## config.mk

```make
export PLATFORM = sky130hd
export DESIGN_NAME = ptc_ctrl
export DESIGN_NICKNAME = d
export VERILOG_FILES = /design/src/hw/rtl/ptc_pkg.sv /design/src/hw/rtl/ptc_ctrl.sv
export SDC_FILE = /design/constraint.sdc
export NUM_CORES = 1
export LEC_CHECK = 0
export BUFFER_PORTS_ARGS = -buffer_cell sky130_fd_sc_hd__buf_2
export CAP_MARGIN = 15
export CORE_UTILIZATION = 40
export DETAILED_ROUTE_END_ITERATION = 12
export HOLD_SLACK_MARGIN = 0.05
export PLACE_DENSITY = 0.69
export SETUP_SLACK_MARGIN = 0.02
export SLEW_MARGIN = 20
export SYNTH_ARGS = -nofsm -noshare
export SYNTH_HDL_FRONTEND = slang
export SYNTH_SLANG_ARGS = --single-unit
```

## constraint.sdc

```tcl
create_clock -name clk -period 2.37 [get_ports clk]
set_input_delay 0 -clock clk [delete_from_list [all_inputs] [get_ports clk]]
set_output_delay 0 -clock clk [all_outputs]
set_load 0.01 [all_outputs]
```

## src/hw/rtl/ptc_pkg.sv

```systemverilog
// shared types and constants for the playback transport controller
`default_nettype none
package ptc_pkg;

  localparam int KeyDepthDefault  = 1024;
  localparam int FrameBitsDefault = 24;

  localparam logic [7:0] BtnLeft  = 8'h04;
  localparam logic [7:0] BtnRight = 8'h08;
  localparam logic [7:0] BtnA     = 8'h10;
  localparam logic [7:0] BtnB     = 8'h20;
  localparam logic [7:0] BtnC     = 8'h40;
  localparam logic [7:0] BtnD     = 8'h80;

  typedef enum logic [1:0] {
    TM_PLAY    = 2'd0,
    TM_PAUSE   = 2'd1,
    TM_FORWARD = 2'd2,
    TM_REWIND  = 2'd3
  } tmode_t;

  typedef enum logic [1:0] {
    AUD_NONE    = 2'd0,
    AUD_RESTART = 2'd1,
    AUD_HALT    = 2'd2
  } audio_t;

  localparam logic [2:0] CfgFrameCount = 3'd0;
  localparam logic [2:0] CfgKeyCount   = 3'd1;
  localparam logic [2:0] CfgSeekFrames = 3'd2;
  localparam logic [2:0] CfgRewPeriod  = 3'd3;
  localparam logic [2:0] CfgOverlay    = 3'd4;
  localparam logic [2:0] CfgSpeedLow   = 3'd5;
  localparam logic [2:0] CfgSpeedMid   = 3'd6;
  localparam logic [2:0] CfgSpeedHigh  = 3'd7;

  typedef enum logic [3:0] {
    ST_IDLE, ST_LOAD, ST_BTN, ST_SEEK_INIT, ST_SEEK_RD, ST_SEEK_WAIT, ST_SEEK_CMP,
    ST_SEEK_LAST, ST_SEEK_LAND, ST_MOVE, ST_STEP, ST_FINISH, ST_OUT
  } state_t;

  // seek purpose: which button or rewind started the lookup
  typedef enum logic [1:0] {
    SK_C   = 2'd0,
    SK_D   = 2'd1,
    SK_REW = 2'd2
  } seek_t;

  // controller to datapath
  typedef struct packed {
    logic  capture;    // latch input beat, clear tick results
    logic  load_wr;    // write table entry
    logic  buttons;    // apply button rules except seeks
    logic  seek_init;  // compute target, open search window
    seek_t seek_kind;
    logic  rd_mid;     // issue table read at mid
    logic  rd_lo;      // issue table read at lo
    logic  cmp;        // narrow window with read data
    logic  land;       // apply landing
    logic  move;       // rewind countdown or prepare steps
    logic  step;       // advance one frame
    logic  finish;     // overlay and output latch
  } ptc_cmd_t;

  // datapath to controller
  typedef struct packed {
    logic is_tick;
    logic need_c;
    logic need_d;
    logic search_done;
    logic rew_jump;
    logic steps_left;
  } ptc_sts_t;

endpackage
`default_nettype wire

```

## src/hw/rtl/ptc_ctrl.sv

```systemverilog
// sequencer for load and tick beats
`default_nettype none
module ptc_ctrl
  import ptc_pkg::*;
(
  input  wire logic     clk,
  input  wire logic     rst,
  input  wire logic     in_valid,
  output logic          in_stall,
  output logic          out_valid,
  input  wire logic     out_stall,
  input  wire ptc_sts_t sts,
  output ptc_cmd_t      cmd
);

  state_t state, state_next;
  seek_t  kind, kind_next;

  always_ff @(posedge clk) begin
    if (rst) begin
      state <= ST_IDLE;
      kind  <= SK_C;
    end else begin
      state <= state_next;
      kind  <= kind_next;
    end
  end

  always_comb begin
    state_next = state;
    kind_next  = kind;
    cmd        = '0;
    cmd.seek_kind = kind;
    in_stall   = 1'b1;
    out_valid  = 1'b0;
    unique case (state)
      ST_IDLE: begin
        in_stall = 1'b0;
        if (in_valid) begin
          cmd.capture = 1'b1;
          state_next  = ST_LOAD;
        end
      end
      ST_LOAD: begin
        if (sts.is_tick) begin
          state_next = ST_BTN;
        end else begin
          cmd.load_wr = 1'b1;
          cmd.finish  = 1'b1;
          state_next  = ST_OUT;
        end
      end
      ST_BTN: begin
        cmd.buttons = 1'b1;
        state_next  = ST_SEEK_INIT;
        kind_next   = SK_C;
      end
      ST_SEEK_INIT: begin
        if (kind == SK_C && sts.need_c) begin
          cmd.seek_init = 1'b1;
          state_next    = ST_SEEK_RD;
        end else if ((kind == SK_C || kind == SK_D) && sts.need_d) begin
          kind_next      = SK_D;
          cmd.seek_kind  = SK_D;
          cmd.seek_init  = 1'b1;
          state_next     = ST_SEEK_RD;
        end else begin
          state_next = ST_MOVE;
        end
      end
      ST_SEEK_RD: begin
        if (sts.search_done) begin
          cmd.rd_lo  = 1'b1;
          state_next = ST_SEEK_LAST;
        end else begin
          cmd.rd_mid = 1'b1;
          state_next = ST_SEEK_WAIT;
        end
      end
      ST_SEEK_WAIT: state_next = ST_SEEK_CMP;
      ST_SEEK_CMP: begin
        cmd.cmp    = 1'b1;
        state_next = ST_SEEK_RD;
      end
      ST_SEEK_LAST: state_next = ST_SEEK_LAND;
      ST_SEEK_LAND: begin
        cmd.land = 1'b1;
        if (kind == SK_C && sts.need_d) begin
          kind_next  = SK_D;
          state_next = ST_SEEK_INIT;
        end else if (kind == SK_REW) begin
          state_next = ST_FINISH;
        end else begin
          state_next = ST_MOVE;
        end
      end
      ST_MOVE: begin
        cmd.move = 1'b1;
        if (sts.rew_jump) begin
          kind_next     = SK_REW;
          cmd.seek_kind = SK_REW;
          cmd.seek_init = 1'b1;
          state_next    = ST_SEEK_RD;
        end else begin
          state_next = ST_STEP;
        end
      end
      ST_STEP: begin
        if (sts.steps_left) cmd.step = 1'b1;
        else state_next = ST_FINISH;
      end
      ST_FINISH: begin
        cmd.finish = 1'b1;
        state_next = ST_OUT;
      end
      ST_OUT: begin
        out_valid = 1'b1;
        if (!out_stall) state_next = ST_IDLE;
      end
      default: state_next = ST_IDLE;
    endcase
  end

endmodule
`default_nettype wire

```

### Word-level counts from Yosys, hierarchy flattened

Cells that the tools add are included.
Widths: inputs -> output; s select.

* equal/unequal tests: 21
* reduce and logical (&&, ||, !) cells: 9
* multiplexer cells: 37

Operators with widths (number)
* $pmux 4 s13: 1
* $mux 4: 8
* $eq 4x4->1 const B: 5
* $eq 4x3->1 const B: 4
* $mux 2: 8
* $mux 1: 15
* $ne 2x2->1 const B: 7
* $eq 4x2->1 const B: 2
* $pmux 2 s4: 1
* $mux 3: 2
* $pmux 3 s2: 1
* $reduce_and 5->1: 1
* $eq 4x1->1 const B: 1
* $logic_not 4->1: 1
* $reduce_bool 4->1: 1
* $logic_and 1x1->1: 3
* $reduce_and 3->1: 1
* $eq 2x1->1 const B: 1
* $eq 2x2->1 const B: 1
* $logic_not 2->1: 1
* $pmux 1 s2: 1
* $logic_or 1x1->1: 1

* word-level logic and storage cells: 69
* output and inout bits: 15
* register bits after elaboration: 6
* input port bits: 10

### Longest topological paths before layout

* depth in word-level cells: 6
* gate-level depth with buffers: 6
* depth with buffers taken out: 4

### Worst setup path before layout

No wires, ideal clock.

* path type: register to register
* start point: reg state[2]
* end point: reg kind[0]
* path slack: 918 ps
* setup time: 88 ps
* data required time: 2282 ps
* clock period less this slack: 1452 ps
* cell stages (with the launch flop): 6
* buffers on the path: 1
* arrival: 1364 ps
* path through: dfxtp_1 buf_6 or4b_4 o32ai_2 a2111oi_2 o32ai_2

* longest elaborated chain between the ends: 3
* elaborated cells between the ends (all ways): 11
* those cells by class: 8 x eq/ne; 1 x mux; 2 x reduce/logical

RTL lines
* start: declaration: RTL line ptc_ctrl.sv:16 `state_t state, state_next;`
* start signal: assignment: RTL line ptc_ctrl.sv:24 `state <= state_next;`
* $eq 4x4->1 or $eq 4x2->1 (tied branches): RTL line ptc_ctrl.sv:36 `unique case (state)`
* $reduce_bool 4->1 (no source line) or $ne 2x2->1 (tied branches)
* $reduce_and 5->1 (no source line)
* end signal: assignment: RTL line ptc_ctrl.sv:25 `kind <= kind_next;`
* end: declaration: RTL line ptc_ctrl.sv:17 `seek_t kind, kind_next;`

Parallel ways exist; a longest one is shown, timed or not.
A chain may end at the register's enable or synchronous reset.

### Worst setup path after layout

* start point: reg state[2]
* end point: reg kind[1]

Same word-level chain as after synthesis.

==> impl_metrics.tcl <==
set metrics [dict create \
    status "finished clean" \
    timing.hold.ws_ns 0.0923 \
    syn_area_per_cell_um2 7.19 \
    overflow 0 \
    p_leak_nw 0.362 \
    synthCells 90 \
    grt_pass1_wl_um 2620 \
    antenna_found_initial 0 \
    critPathArrivalTime_ns 1.92 \
    fin_crit_sh_pct 76.5 \
    die_w_um 42.2 \
    cp-end-kind "flop" \
    required_ns 2.48 \
    dp_hpwl_um 1170 \
    finalCriticalPeriod_ns 1.81 \
    layout-drive-gt1-share_pct 29.1 \
    design.core.area_um2 1510 \
    syn_area_um2 647 \
    first_iter_violations 17 \
    fin_skew_ns 0.00504 \
    grt_pass1_vias 607 \
    num-nets-final 122 \
    worst_pin_slew_ns 0.578 \
    min_from "in_valid" \
    root_buffer "clkbuf_4" \
    firstDrtPassIters 5 \
    setup-violations-final 0 \
    post_cts_resize_count 0 \
    vias 727 \
    synthDistinctLibCells 39 \
    r2r_cells 4 \
    ys_seq_elements 6 \
    yosysWarnings 0 \
    fmax_mhz 551 \
    insertion_delay_ns 0.24 \
    holdPathStages 3 \
    rsz0062_at_grt "false" \
    synth_ff_type "dfxtp_1" \
    drtAntennaViolNets 0 \
    path_max_fanout 20 \
    avgRoutedWirePerCell_um 12.6 \
    post-route-drc-count 0 \
    synth-async-reset-ratio_pct 0 \
    grt_max_degree 22 \
    setup-tns-final_ns 0 \
    numCtsBuffers 3 \
    drv_slew 0 \
    diodes 0 \
    syn-num-nets 100 \
    finalHoldViolations 0 \
    clock-sinks 6 \
    start_kind "flop" \
    max-slew-margin-rel_pct 61.4 \
    min_to "state[0]" \
    clk_path_buf_depth 2 \
    io_pins 25 \
    post_cts_buffers 0 \
    powerDensity_nw_per_um2 702 \
    hold_buffers 1 \
    rows 14 \
    final_common_cell "buf_2" \
    synth_edf_count 0 \
    irDropWorstVdd_mv 0.324 \
    worstReg2RegStart "state[2]" \
    htreeDepth 1 \
    syn2layout_area_growth_pct 20.3 \
    wl_um 1590 \
    vias_per_cell 5.77 \
    grt_use_total_pct 18.7 \
    dieArea_um2 1780 \
    clkSlewWorstSetupHoldPaths_ns 0.04 \
    maxCapViolCount 0 \
    crit_type "flop to flop" \
    layout_common_cells "buf_2 (24), nand2b_1 (8), nor2_1 (8)" \
    ys_seq_area_share_pct 18.6 \
    die_h_um 42.2 \
    port_buffers 24 \
    start_util_pct 42.9 \
    tritoncts "done" \
    reg2reg_to "kind[1]" \
    hold_path.class "input port to flop" \
    gp_congestion 0.932 \
    reg2reg_slack_ns 0.56 \
]
-- metrics by stage --
stage / setup WS, ns / instances / area (um2) / util, % / total power [mW]
CTS: 0.571 / 126 / 778 / 51.7 / 0.551
global route: 0.425 / 126 / 778 / 51.7 / 0.598
finish: 0.556 / 126 / 778 / 51.7 / 0.547
global placement: 0.593 / 122 / 746 / 49.5 / 0.454
floorplan: 0.918 / 90 / 647 / - / 0.389
detailed placement: 0.578 / 122 / 746 / 49.5 / 0.454
-- state kept, by name, summed over array words and instances, names as in the netlist --
register  count
kind          2
state         4
-- worst max-delay path, cell delays in order, from the launching register on --
cell and delay [ns]:
dfxtp_1 0.67, nand2b_1 0.26, o32ai_2 0.12, a2111oi_2 0.48
o22ai_1 0.14
-- layout make-up --
cell class	instances	area, um2
Multi-Input combinational cell	72	470
Sequential cell	6	120
Timing Repair Buffer	25	130
Clock buffer	3	22.5
Inverter	4	15.0
Tap cell	16	20.0
Fill cell	157	728
-- synthesized netlist by cell type, types with 2 or more instances --
library cell | n | share of area [%]
a21oi_1 | 7 | 5.4
buf_2 | 3 | 2.3
nand2b_1 | 8 | 7.7
dfxtp_1 | 6 | 19
o21ai_0 | 7 | 5.4
nand3b_1 | 2 | 2.3
inv_1 | 4 | 2.3
nor4_1 | 2 | 1.9
clkbuf_1 | 4 | 2.3
nor2_1 | 8 | 4.6
nor3_1 | 4 | 3.1
nor2b_1 | 2 | 1.9
nand2_1 | 5 | 2.9
or3_1 | 2 | 1.9
o32ai_2 | 2 | 5.0
-- worst max path at each step --
stage | startpoint | end | slack [ns] | cells past startpoint
2_1_floorplan | state[2] | kind[0] | 0.92 | 5
3_3_place_gp | state[1] | kind[1] | 0.59 | 4
3_5_place_dp | state[1] | kind[1] | 0.58 | 4
4_1_cts | state[1] | kind[1] | 0.57 | 4
5_1_grt | state[1] | kind[1] | 0.43 | 4
6_report | state[2] | kind[1] | 0.56 | 4
-- report_power, final --
group          leakage [nW]  internal [mW]  switching (mW)
clock                0.0138         0.0571          0.0336
sequential           0.0490          0.120          0.0775
combinational         0.299          0.124           0.134
total                 0.362          0.301           0.245
-- logic make-up after synthesis --
logic type | count (synthesis) | synth area share [%]
compound gates | 29 | 32.5
buf+inv | 12 | 8.70
flops | 6 | 18.6
simple gates | 43 | 40.2
-- layer usage --
layer / track usage [%] / vias up / wire [um]
met5: 0 / - / 0
met4: 9.38 / 0 / 5
met3: 1.72 / 2 / 82
met2: 27.1 / 22 / 726
met1: 27.4 / 328 / 776
li1: - / 375 / -
No activity file was read; power rests on OpenSTA's default activity.
